File: src/hdl/matrix4_general_inverse_defines.svh
// ----------------------------------------------------------------------------
// matrix4_general_inverse_defines
// Assertion macros shared by the 4x4 inverse block.
// ----------------------------------------------------------------------------
`ifndef MATRIX4_GENERAL_INVERSE_DEFINES_SVH
`define MATRIX4_GENERAL_INVERSE_DEFINES_SVH

// same-cycle implication, sampled on clk, off during reset
`define M4I_ASSERT_IMPL(name, ante, cons) \
	name: assert property (@(posedge clk) disable iff (!arst_n) (ante) |-> (cons)) \
		else $error("m4inv check failed");

// next-cycle implication, sampled on clk, off during reset
`define M4I_ASSERT_NEXT(name, ante, cons) \
	name: assert property (@(posedge clk) disable iff (!arst_n) (ante) |=> (cons)) \
		else $error("m4inv sequencing check failed");

`endif

File: src/hdl/m4inv_pkg.sv
// ----------------------------------------------------------------------------
// m4inv_pkg
// Widths, constants and permutation tables of the 4x4 adjugate inverse.
// ----------------------------------------------------------------------------
package m4inv_pkg;

	// element format
	localparam int MDIM      = 4;
	localparam int CELLS     = MDIM * MDIM;
	localparam int IDX_W     = $clog2(MDIM);
	localparam int ADDR_W    = $clog2(CELLS);
	localparam int ELEM_W    = 32;
	localparam int FRAC_W    = 16;

	// derived arithmetic widths
	localparam int COF_MAG_W = (MDIM - 1) * ELEM_W;        // 3x3 minor magnitude
	localparam int LIMBS     = COF_MAG_W / ELEM_W;
	localparam int PROD_W    = COF_MAG_W + ELEM_W;
	localparam int ACC_W     = COF_MAG_W + 1;              // signed cofactor
	localparam int DET_MAG_W = COF_MAG_W + ELEM_W + 1;
	localparam int DET_W     = DET_MAG_W + 1;              // signed determinant
	localparam int QUO_W     = ELEM_W + 1;                 // quotient magnitude bits
	localparam int NUM_W     = COF_MAG_W + 2 * FRAC_W;
	localparam int REM_W     = DET_MAG_W + QUO_W;

	localparam int TERMS     = 6;                          // terms of a 3x3 determinant
	localparam int TERM_W    = $clog2(TERMS);

	// odd permutations of the Leibniz expansion
	localparam logic [7:0] PERM_NEG = 8'b0010_0110;

	// column slot of factor f in term t
	function automatic logic [IDX_W-1:0] perm_col(input logic [TERM_W-1:0] t,
			input logic [1:0] f);
		logic [7:0] cols;
		case (t)
			3'd0:    cols = 8'b00_10_01_00;
			3'd1:    cols = 8'b00_01_10_00;
			3'd2:    cols = 8'b00_10_00_01;
			3'd3:    cols = 8'b00_00_10_01;
			3'd4:    cols = 8'b00_01_00_10;
			3'd5:    cols = 8'b00_00_01_10;
			default: cols = 8'b0;
		endcase
		return cols[f*2 +: 2];
	endfunction

	// slot p of the list 0..MDIM-1 with entry x removed
	function automatic logic [IDX_W-1:0] skip_idx(input logic [IDX_W-1:0] p,
			input logic [IDX_W-1:0] x);
		return (p < x) ? p : IDX_W'(p + 1'b1);
	endfunction

endpackage

File: src/hdl/m4inv_mul.sv
// ----------------------------------------------------------------------------
// m4inv_mul
// Limb-serial unsigned multiplier: wide magnitude times one element magnitude,
// one 32x32 partial product per cycle, registered before accumulation.
// ----------------------------------------------------------------------------
module m4inv_mul import m4inv_pkg::*; (
	input  logic                 clk,
	input  logic                 arst_n,
	input  logic                 start,
	input  logic [COF_MAG_W-1:0] a,
	input  logic [ELEM_W-1:0]    b,
	output logic                 done,
	output logic [PROD_W-1:0]    prod
);

	localparam int LIMB_IW = $clog2(LIMBS);

	logic                 busy_q;
	logic [LIMB_IW-1:0]   cnt_q;
	logic [COF_MAG_W-1:0] a_q;
	logic [ELEM_W-1:0]    b_q;
	logic [2*ELEM_W-1:0]  pp_s1;
	logic                 pp_vld_s1;
	logic [LIMB_IW-1:0]   pp_idx_s1;
	logic [PROD_W-1:0]    prod_q;
	logic                 done_q;
	logic [PROD_W-1:0]    pp_shift;

	// partial product placed at its limb
	assign pp_shift = {{(PROD_W-2*ELEM_W){1'b0}}, pp_s1} << (pp_idx_s1 * ELEM_W);

	// control
	always_ff @(posedge clk or negedge arst_n) begin
		if (!arst_n) begin
			busy_q    <= 1'b0;
			cnt_q     <= '0;
			pp_vld_s1 <= 1'b0;
			pp_idx_s1 <= '0;
			done_q    <= 1'b0;
		end else begin
			if (start) begin
				busy_q <= 1'b1;
				cnt_q  <= '0;
			end else if (busy_q) begin
				cnt_q <= cnt_q + 1'b1;
				if (cnt_q == LIMB_IW'(LIMBS - 1))
					busy_q <= 1'b0;
			end
			pp_vld_s1 <= busy_q;
			pp_idx_s1 <= cnt_q;
			done_q    <= pp_vld_s1 && (pp_idx_s1 == LIMB_IW'(LIMBS - 1));
		end
	end

	// datapath
	always_ff @(posedge clk) begin
		if (start) begin
			a_q    <= a;
			b_q    <= b;
			prod_q <= '0;
		end else if (pp_vld_s1) begin
			prod_q <= prod_q + pp_shift;
		end
		if (busy_q)
			pp_s1 <= a_q[cnt_q*ELEM_W +: ELEM_W] * b_q;
	end

	assign done = done_q;
	assign prod = prod_q;

endmodule

File: config.mk
export PLATFORM = sky130hd
export DESIGN_NAME = m4inv_mul
export DESIGN_NICKNAME = d
export VERILOG_FILES = /design/src/hdl/matrix4_general_inverse_defines.svh /design/src/hdl/m4inv_pkg.sv /design/src/hdl/m4inv_mul.sv
export SDC_FILE = /design/constraint.sdc
export NUM_CORES = 2
export LEC_CHECK = 0
export BUFFER_PORTS_ARGS = -buffer_cell sky130_fd_sc_hd__buf_4
export CORE_AREA = 3 3 305 307
export CTS_CLUSTER_DIAMETER = 200
export CTS_CLUSTER_SIZE = 24
export DETAILED_ROUTE_END_ITERATION = 8
export DIE_AREA = 0 0 308 310
export PLACE_DENSITY = 0.8
export SLEW_MARGIN = 10
export SYNTH_ARGS = -nofsm -noshare
export SYNTH_HDL_FRONTEND = slang
export SYNTH_SLANG_ARGS = --single-unit
File: constraint.sdc
create_clock -name clk -period 8.84 [get_ports clk]
set_input_delay 0.884 -clock clk [delete_from_list [all_inputs] [get_ports clk]]
set_output_delay 0.884 -clock clk [all_outputs]
set_load 0.01 [all_outputs]
==> impl_metrics.ini <==
[synthesis]
synth_edf_count = 192
syn_nets = 7301
synth_mux_area_share_pct = 2.29
synthAdderAreaFrac_pct = 42.8
synth-xor-area-share_pct = 2.94
syn_area_per_cell_um2 = 9.07
syn_area_um2 = 53300
synth_top_family_by_area = adder cells
async_flop_share_pct = 2.14
synth-seq-cells = 327
synth-main-ff-cell = edfxtp_1
yosysUniqueCellTypes = 74
syn_inst = 5882
yosysWarningCount = 0
seq_area_frac_synth_pct = 15.9
yosys.area_share.simple_pct = 17.1
synth_compound_area_share_pct = 10.1

[critical_path]
slowest_stage = fa_1
rrSetupSlack_ns = 0.30
required_ns = 9.16
worstPathArrival_ns = 8.86
critPathKind = flop to flop
cp_max_fo = 16
cp_slowest_stage_delay_ns = 0.56
start_kind = flop
end_kind = flop
timing.rr.start = cnt_q[0]
crit_start = cnt_q[0]
path_common_cell = fa_1
cp_top_family = adder cells
crit_buf_inv = 9

[global_route]
grt_max_degree = 83
track_usage_pct = 33.2
grt_pass1_wl_um = 245000
grt_pass1_vias = 43700
gr-total-overflow = 0
antenna_found_initial = 1

[timing]
skew_ns = 0.0604
setup_violations = 0
worst_pin_slew_ns = 1.28
finalHoldViolations = 0
min_period_over_period_pct = 96.6
max_freq_mhz = 117
fin_crit_ns = 8.54
maxSlewViolCount = 0
slew_headroom_pct = 12.2

[final_layout]
multi_input_area_um2 = 40400
fillCellCount = 7404
regArea_um2 = 8510
syn_to_final_growth_pct = 7.41
fin_area_um2 = 57300
fin_nets = 7363
instances_no_fill = 7132
drive_gt1_share_pct = 8.08

[detailed_routing]
avgRoutedWirePerCell_um = 22.0
drcViolationCount = 0
dr.pass1.iters = 6
viasPerCell = 5.87
totalWireLength_um = 157000
ant_nets = 0
num_vias = 41900
drt_iter0_markers = 3311

[floorplan]
start_util_pct = 59.1
ios = 260
fp.dieH_um = 310
rows = 110
fp.coreArea_um2 = 90300
die_x_um = 308
die_area_um2 = 95500

[placed_design]
placed_cell_area_um2 = 56600
dp_cells = 7096
dp_hpwl_um = 131000
io_buffers = 259
gp_congestion = 0.993

[clock_network]
clk_pin_slew_worst_paths_ns = 0.12
ctsHtreeMaxLevel = 1
ctsHoldBuffers = 0
clockBufferDepth = 3
cts_buffers = 17
clock_sinks = 327
cts_tree = yes
clk_latency_ns = 0.59
root_buffer = clkbuf_16

[min_path]
worstHoldPathType = input port to asynchronous set/reset pin

[outcome]
status = finished clean

[run]
drv_cap = 0
[registers in the layout (all words and copies together), names as in the netlist]
name,flops
pp_vld_s1,1
b_q,32
pp_idx_s1,2
done,1
a_q,96
busy_q,1
pp_s1,64
cnt_q,2
prod,128
[stage by stage]
stage               util, %  setup TNS [ns]  setup WS, ns  hold WS (ns)
detailed placement     62.7               0        0.0686         0.478
global route           63.5         -0.0189       -0.0179         0.161
finish                 63.5               0         0.298         0.154
floorplan                 -               0         0.138         0.352
CTS                    63.2               0        0.0576         0.145
global placement       62.7               0         0.206         0.463
[layout make-up]
type,instances,area share (%)
multi-input cells,4301,70.5
flip-flops and latches,327,14.9
inverters,905,5.93
repair buffers,392,5.29
well taps,1176,2.57
clock buffers,27,0.808
clock inverters,2,0.0349
diodes,2,0.00873
[cells by family after synthesis]
family                   after synthesis
adder cells (fa/ha/maj)             1288
AO/OA/AOI/OAI                        866
multiplexers                         122
AND/OR/NAND/NOR                     1846
flip-flops                           327
XOR/XNOR                             179
buffers and inverters               1254
[layout by cell type (no fill, tap or decap), drive strengths merged, types with 8 or more instances in the layout]
cell    instances
xnor2         109
nor4            8
a221oi          8
dfxtp         128
fa            897
a21o          113
nand2b         20
and3           15
mux2i         121
a31oi          21
clkbuf         28
inv           906
nand2         682
and2          623
o21a           23
or3            11
nor2b          28
a21boi         13
nand3          34
o21ai         223
ha            391
o21bai         47
a22o           40
a21oi         284
a211oi         24
nor3           35
nor2          291
xor2           70
and4           15
o211ai         13
buf           391
nand4          70
edfxtp        192
o31ai          14
[synthesized netlist by cell type (20+ instances only)]
| cell type | number | area [µm²] |
|---|---|---|
| o21ai_0 | 207 | 1040 |
| nand2b_1 | 20 | 125 |
| o21bai_1 | 47 | 353 |
| a21o_1 | 113 | 848 |
| a21oi_1 | 284 | 1420 |
| fa_1 | 897 | 18000 |
| a211oi_1 | 24 | 180 |
| clkbuf_1 | 321 | 1200 |
| edfxtp_1 | 192 | 5770 |
| a31oi_1 | 21 | 131 |
| and2_1 | 622 | 3890 |
| nor3_1 | 34 | 170 |
| nand3_1 | 34 | 170 |
| nand4_1 | 70 | 438 |
| nor2_1 | 291 | 1090 |
| ha_1 | 391 | 4890 |
| o21a_1 | 23 | 173 |
| inv_1 | 904 | 3390 |
| nand2_1 | 682 | 2560 |
| nor2b_1 | 28 | 175 |
| dfxtp_1 | 128 | 2560 |
| xor2_1 | 70 | 613 |
| mux2i_1 | 121 | 1210 |
| a22o_1 | 40 | 350 |
| xnor2_1 | 109 | 955 |
[per-layer routing]
metal  vias to the layer above  routed length, µm  global-route usage (%)
met1                     20800              60200                    42.1
met2                      1920              74300                    55.1
met3                       430              13600                    6.48
met5                         -                 10                       0
li1                      18700                  -                       -
met4                         2               8880                    15.9
[worst reg2reg max path, delay by kind of cell, from the launching register on]
kind	cells	cell delay, ns
flops	1	0.44
xor+xnor	1	0.11
compound gates	10	2.20
simple gates	3	0.30
mux	1	0.31
fa+ha+maj	9	4.09
buf+inv	9	0.88
[final timing paths]
check / to / cells after the start
setup / recovery: pp_s1[46] / 33
hold / removal: pp_vld_s1 / 1
setup reg to reg: pp_s1[46] / 33
hold reg to reg: prod[124] / 2
max in group asynchronous: pp_idx_s1[0] / 1
min in group clk: b_q[28] / 1
[what timing repair did]
action / 4_1_cts / 5_1_grt
setup buffers: 0 / 5
endpoints found under the setup margin: 0 / 12
gates resized for setup: 0 / 26
Power is not shown: default switching activity piles up to over one toggle a cycle in this logic, so the estimate is an artifact.
