==> src/hdl/matrix4_general_inverse_defines.svh <==
// ----------------------------------------------------------------------------
// matrix4_general_inverse_defines
// Assertion macros shared by the 4x4 inverse block.
// ----------------------------------------------------------------------------
`ifndef MATRIX4_GENERAL_INVERSE_DEFINES_SVH
`define MATRIX4_GENERAL_INVERSE_DEFINES_SVH

// same-cycle implication, sampled on clk, off during reset
`define M4I_ASSERT_IMPL(name, ante, cons) \
	name: assert property (@(posedge clk) disable iff (!arst_n) (ante) |-> (cons)) \
		else $error("m4inv check failed");

// next-cycle implication, sampled on clk, off during reset
`define M4I_ASSERT_NEXT(name, ante, cons) \
	name: assert property (@(posedge clk) disable iff (!arst_n) (ante) |=> (cons)) \
		else $error("m4inv sequencing check failed");

`endif

==> src/hdl/m4inv_pkg.sv <==
// ----------------------------------------------------------------------------
// m4inv_pkg
// Widths, constants and permutation tables of the 4x4 adjugate inverse.
// ----------------------------------------------------------------------------
package m4inv_pkg;

	// element format
	localparam int MDIM      = 4;
	localparam int CELLS     = MDIM * MDIM;
	localparam int IDX_W     = $clog2(MDIM);
	localparam int ADDR_W    = $clog2(CELLS);
	localparam int ELEM_W    = 32;
	localparam int FRAC_W    = 16;

	// derived arithmetic widths
	localparam int COF_MAG_W = (MDIM - 1) * ELEM_W;        // 3x3 minor magnitude
	localparam int LIMBS     = COF_MAG_W / ELEM_W;
	localparam int PROD_W    = COF_MAG_W + ELEM_W;
	localparam int ACC_W     = COF_MAG_W + 1;              // signed cofactor
	localparam int DET_MAG_W = COF_MAG_W + ELEM_W + 1;
	localparam int DET_W     = DET_MAG_W + 1;              // signed determinant
	localparam int QUO_W     = ELEM_W + 1;                 // quotient magnitude bits
	localparam int NUM_W     = COF_MAG_W + 2 * FRAC_W;
	localparam int REM_W     = DET_MAG_W + QUO_W;

	localparam int TERMS     = 6;                          // terms of a 3x3 determinant
	localparam int TERM_W    = $clog2(TERMS);

	// odd permutations of the Leibniz expansion
	localparam logic [7:0] PERM_NEG = 8'b0010_0110;

	// column slot of factor f in term t
	function automatic logic [IDX_W-1:0] perm_col(input logic [TERM_W-1:0] t,
			input logic [1:0] f);
		logic [7:0] cols;
		case (t)
			3'd0:    cols = 8'b00_10_01_00;
			3'd1:    cols = 8'b00_01_10_00;
			3'd2:    cols = 8'b00_10_00_01;
			3'd3:    cols = 8'b00_00_10_01;
			3'd4:    cols = 8'b00_01_00_10;
			3'd5:    cols = 8'b00_00_01_10;
			default: cols = 8'b0;
		endcase
		return cols[f*2 +: 2];
	endfunction

	// slot p of the list 0..MDIM-1 with entry x removed
	function automatic logic [IDX_W-1:0] skip_idx(input logic [IDX_W-1:0] p,
			input logic [IDX_W-1:0] x);
		return (p < x) ? p : IDX_W'(p + 1'b1);
	endfunction

endpackage

==> src/hdl/m4inv_div.sv <==
// ----------------------------------------------------------------------------
// m4inv_div
// Restoring divider, one quotient bit per cycle, with signed saturation of
// the truncated quotient to the element range.
// ----------------------------------------------------------------------------
module m4inv_div import m4inv_pkg::*; (
	input  logic                 clk,
	input  logic                 arst_n,
	input  logic                 start,
	input  logic [COF_MAG_W-1:0] num_mag,
	input  logic [DET_MAG_W-1:0] den_mag,
	input  logic                 neg,
	output logic                 done,
	output logic [ELEM_W-1:0]    value,
	output logic                 sat
);

	localparam int STEP_W = $clog2(QUO_W + 1);
	localparam logic [ELEM_W-1:0] MAXV = {1'b0, {(ELEM_W-1){1'b1}}};
	localparam logic [ELEM_W-1:0] MINV = {1'b1, {(ELEM_W-1){1'b0}}};

	logic               busy_q;
	logic               fin_q;
	logic               done_q;
	logic [STEP_W-1:0]  step_q;
	logic [REM_W-1:0]   rem_q;
	logic [REM_W-1:0]   dsh_q;
	logic [QUO_W-1:0]   quo_q;
	logic               ovf_q;
	logic               neg_q;
	logic [ELEM_W-1:0]  value_q;
	logic               sat_q;
	logic [REM_W:0]     trial;
	logic               ge;
	logic               pos_over;
	logic               neg_over;

	assign trial = {1'b0, rem_q} - {1'b0, dsh_q};
	assign ge    = !trial[REM_W];

	// quotient magnitude above the positive / negative bound
	assign pos_over = quo_q[QUO_W-1] | quo_q[ELEM_W-1];
	assign neg_over = quo_q[QUO_W-1] | (quo_q[ELEM_W-1] & (|quo_q[ELEM_W-2:0]));

	// control
	always_ff @(posedge clk or negedge arst_n) begin
		if (!arst_n) begin
			busy_q <= 1'b0;
			fin_q  <= 1'b0;
			done_q <= 1'b0;
			step_q <= '0;
		end else begin
			fin_q  <= busy_q && !start && (step_q == '0);
			done_q <= fin_q;
			if (start) begin
				busy_q <= 1'b1;
				step_q <= STEP_W'(QUO_W);
			end else if (busy_q) begin
				step_q <= step_q - 1'b1;
				if (step_q == '0)
					busy_q <= 1'b0;
			end
		end
	end

	// datapath: first step only tests for overflow, the rest build the quotient
	always_ff @(posedge clk) begin
		if (start) begin
			rem_q <= {{(REM_W-NUM_W){1'b0}}, num_mag, {(2*FRAC_W){1'b0}}};
			dsh_q <= {den_mag, {QUO_W{1'b0}}};
			quo_q <= '0;
			ovf_q <= 1'b0;
			neg_q <= neg;
		end else if (busy_q) begin
			dsh_q <= dsh_q >> 1;
			if (step_q == STEP_W'(QUO_W)) begin
				ovf_q <= ge;
			end else begin
				if (ge)
					rem_q <= trial[REM_W-1:0];
				quo_q <= {quo_q[QUO_W-2:0], ge};
			end
		end
		if (fin_q) begin
			if (ovf_q || (neg_q ? neg_over : pos_over)) begin
				value_q <= neg_q ? MINV : MAXV;
				sat_q   <= 1'b1;
			end else begin
				value_q <= neg_q ? (~quo_q[ELEM_W-1:0] + 1'b1) : quo_q[ELEM_W-1:0];
				sat_q   <= 1'b0;
			end
		end
	end

	assign done  = done_q;
	assign value = value_q;
	assign sat   = sat_q;

endmodule

==> config.mk <==
export PLATFORM = sky130hd
export DESIGN_NAME = m4inv_div
export DESIGN_NICKNAME = d
export VERILOG_FILES = /design/src/hdl/matrix4_general_inverse_defines.svh /design/src/hdl/m4inv_pkg.sv /design/src/hdl/m4inv_div.sv
export SDC_FILE = /design/constraint.sdc
export NUM_CORES = 1
export LEC_CHECK = 0
export BUFFER_PORTS_ARGS = -buffer_cell sky130_fd_sc_hd__buf_2
export CAP_MARGIN = 20
export CORE_MARGIN = 2
export CORE_UTILIZATION = 40
export DETAILED_ROUTE_END_ITERATION = 12
export SYNTH_ARGS = -nofsm -noshare
export SYNTH_HDL_FRONTEND = slang
export SYNTH_SLANG_ARGS = --single-unit
==> constraint.sdc <==
create_clock -name clk -period 7.3 [get_ports clk]
set_clock_uncertainty 0.15 [all_clocks]
set_input_delay 0.73 -clock clk [delete_from_list [all_inputs] [get_ports clk]]
set_output_delay 0.73 -clock clk [all_outputs]
set_load 0.01 [all_outputs]
==> results.md <==
* Sequential power share at 25.7%
* CTS H-Tree Depth at 2
* Setup violators final at 0
* Setup CP Type: register to register
* TritonCTS buffer count at 49
* Core area at 71,700 sq um
* Static Leak at 13.8 nW
* Post-synth top area share at 26.8%
* Die width at 274 um
* Synth unique cells at 91
* RSZ-0062 raised after global routing: false
* Pins Over Slew Limit at 0
* Clock sink total at 401
* Clock slew seen by the registers of the worst setup and hold paths at 0.06 ns
* GP Congestion at 0.986
* Slew @ Worst Pin at 1.00 ns
* Hold Crit Depth at 1
* DRC at 0
* DIE AREA at 74,800 sq um
* Placed insts at 4,651
* Largest net degree at the start of global routing at 97
* Status: complete, no violations
* Final std cells w/o fill at 4,746
* Crit share post-route at 74.8%
* Ys async rst share at 2.24%
* Hpwl dp at 71,600 um
* Most frequently used flop master after synthesis: edfxtp_1
* Crit-path max FO at 61
* Mapped Area at 29,100 sq um
* Via Count at 26,900
* Vias in the first global route at 25,900
* Logic pwr share at 51.2%
* Required time worst endpoint at 7.40 ns
* IO Port Bufs at 262
* Synth top cells by count: nand2_1 (630), a21oi_1 (387), o21ai_0 (307), nor2_1 (280), edfxtp_1 (259)
* CP bufs+invs at 4
* Worst Path Arrival at 5.56 ns
* Post-DR wirelength/cell at 19.7 um
* Setup TNS at 0 ns
* Hold Buf Count CTS at 1
* Slew margin rel. at 33.0%
* Net Sw Power at 5.07 mW
* Via/cell ratio at 5.66
* Initial DRC count at 2,442
* CTS tree: yes
* Final hold violations at 0
* Clock Power Share at 23.1%
* Post-synth EDFFs at 259
* Delay-heaviest family, CP: buffers and inverters
* Maximum vdd ir drop at 0.000262 V
* Synth area leaders: edfxtp_1 (27%), dfxtp_1 (9.2%), nand2_1 (8.1%)
* Initial Util at 40.5%
* Largest stage delay on the critical path at 0.59 ns
* Leading area contributor after synthesis: edfxtp_1
* P_int at 6.57 mW
* Share of cells above drive strength 1 at 10.8%
* Worst-skew pair later-pin latency at 0.62 ns
* NumNets Final at 4,150
* Sequential cell area fraction in the yosys report at 36.7%
* Max clock buf depth at 3
* Switching Share at 43.5%
* Yosys reg bits at 401
* Cells after synthesis at 3,633
* Worst path depth at 15
* Total congestion overflow at 0
* TritonRoute pass-1 iters at 6
* Syn_nets at 4,029
* Syn Area/Cell at 8.00 sq um
* Die height at 274 um
* Critical path cell sequence: inv_1, ha_1, nand2_1, o21ai_1, nor2_1, nor4_1, a31oi_1, or4_1, a2111oi_4, o21ai_2, nand2_2, nor2_1, buf_4, inv_4, buf_4
* Max-cap violations at 0
* GR Util All Layers at 24.4%
* Critical path's slowest cell: inv_4
* Final wirelength at 93,400 um
* CP Launch Type: register
* Type of the most critical hold path: primary input to register
* Post-CTS Setup Repair Bufs at 0
* Rows at 98
* Clk root buf: clkbuf_16
* P per Cell Area at 356 nW/um^2
* Global-route wire length before repair at 145,000 um
* Post-CTS sizing at 0
* Cell with the most instances after synthesis: nand2_1
* Post-layout min period at 5.46 ns
* P&R area growth vs syn at 12.7%
* Element type at the critical path end: register
* Maximum clock frequency at 183 MHz
* Reg-to-reg slack, setup at 1.84 ns
* Yosys warns at 0
* Ports at 263
* Initial antenna violation count at 3
* Worst Reg2Reg Path Length in Cells at 15
* Final antenna-violating net count at 0
[cells by family (layout without fill, tap and decap cells)]
family	Yosys count	in the layout	share of synthesized area, %
AOI/OAI and AO/OA	1163	1163	24.8
xor gates and xnor gates	152	152	4.58
adders and majority gates	167	167	7.22
buffers and inverters	464	625	6.09
DFF	401	401	36.7
muxes	60	60	2.07
other	0	2	0
and+or+nand+nor	1226	1226	18.5
[power groups by stage]
stage               logic, mW  clock network [mW]  registers, mW
CTS                      5.87                2.75           2.99
finish                   5.96                2.70           2.99
global route             6.54                2.83           3.03
detailed placement       5.83                   0           3.03
global placement         5.86                   0           3.02
floorplan                4.23                   0           2.99
[state kept, by name (all words and copies together), names as in the netlist]
register and flops:
quo_q 33, done 1, step_q 6, sat 1, busy_q 1, neg_q 1, rem_q 162, value 32
fin_q 1, dsh_q 162, ovf_q 1
[metal layers]
layer / track usage [%] / part of all wire, % / up-vias
met3: 3.23 / 5.7 / 179
met1: 33.1 / 45 / 12700
li1: - / - / 13300
met2: 39.4 / 45 / 744
met4: 9.46 / 3.9 / 2
met5: 0 / 0.017 / -
[stage by stage]
step                worst slack [ns]  power (mW)  hold WS (ns)  utilization (%)  cell area [sq um]
floorplan                       1.71        7.22         0.284                -              29100
global placement                1.95        8.87         0.248             43.1              30900
detailed placement              1.86        8.86         0.259             43.1              30900
CTS                             1.87        11.6         0.155             45.6              32700
global route                    1.49        12.4         0.159             45.6              32700
finish                          1.84        11.6         0.171             45.7              32700
[final cells by class]
class	count	area, sq um
Fill cell	7220	39000
Clock inverter	27	374
Clock buffer	64	1410
Tap cell	950	1190
Inverter	244	918
Antenna cell	2	5.00
Timing Repair Buffer	290	1530
Multi-Input combinational cell	2768	16700
Sequential cell	401	10700
[path summary, 6_finish.rpt]
check,start,to
max,dsh_q[16]$_SDFFE_PP0P_,rem_q[36]$_DFFE_PP_
max reg2reg,dsh_q[16]$_SDFFE_PP0P_,rem_q[36]$_DFFE_PP_
min in group asynchronous,arst_n,done$_DFF_PN0_
min,neg,neg_q$_DFFE_PP_
min reg2reg,fin_q$_DFF_PN0_,done$_DFF_PN0_
max in group asynchronous,arst_n,busy_q$_DFF_PN0_
[cells in the final DEF (no fill, tap or decap), drive strengths merged, types with 13 or more instances in the layout]
cell type    n
a211oi      30
a21o        68
a21oi      388
a22o        63
a31oi       31
and3        14
buf        288
clkbuf      65
clkinv      15
dfxtp      133
edfxtp     259
ha         166
inv        246
mux2i       60
nand2      630
nand3       43
nand4       91
nor2       280
nor3        62
nor4        18
o211ai      19
o21a        32
o21ai      313
o21bai      55
o22a        14
o31ai       59
or2         13
or3         16
xnor2      101
xor2        51
Note: power is estimated with default switching activity, not from simulation.
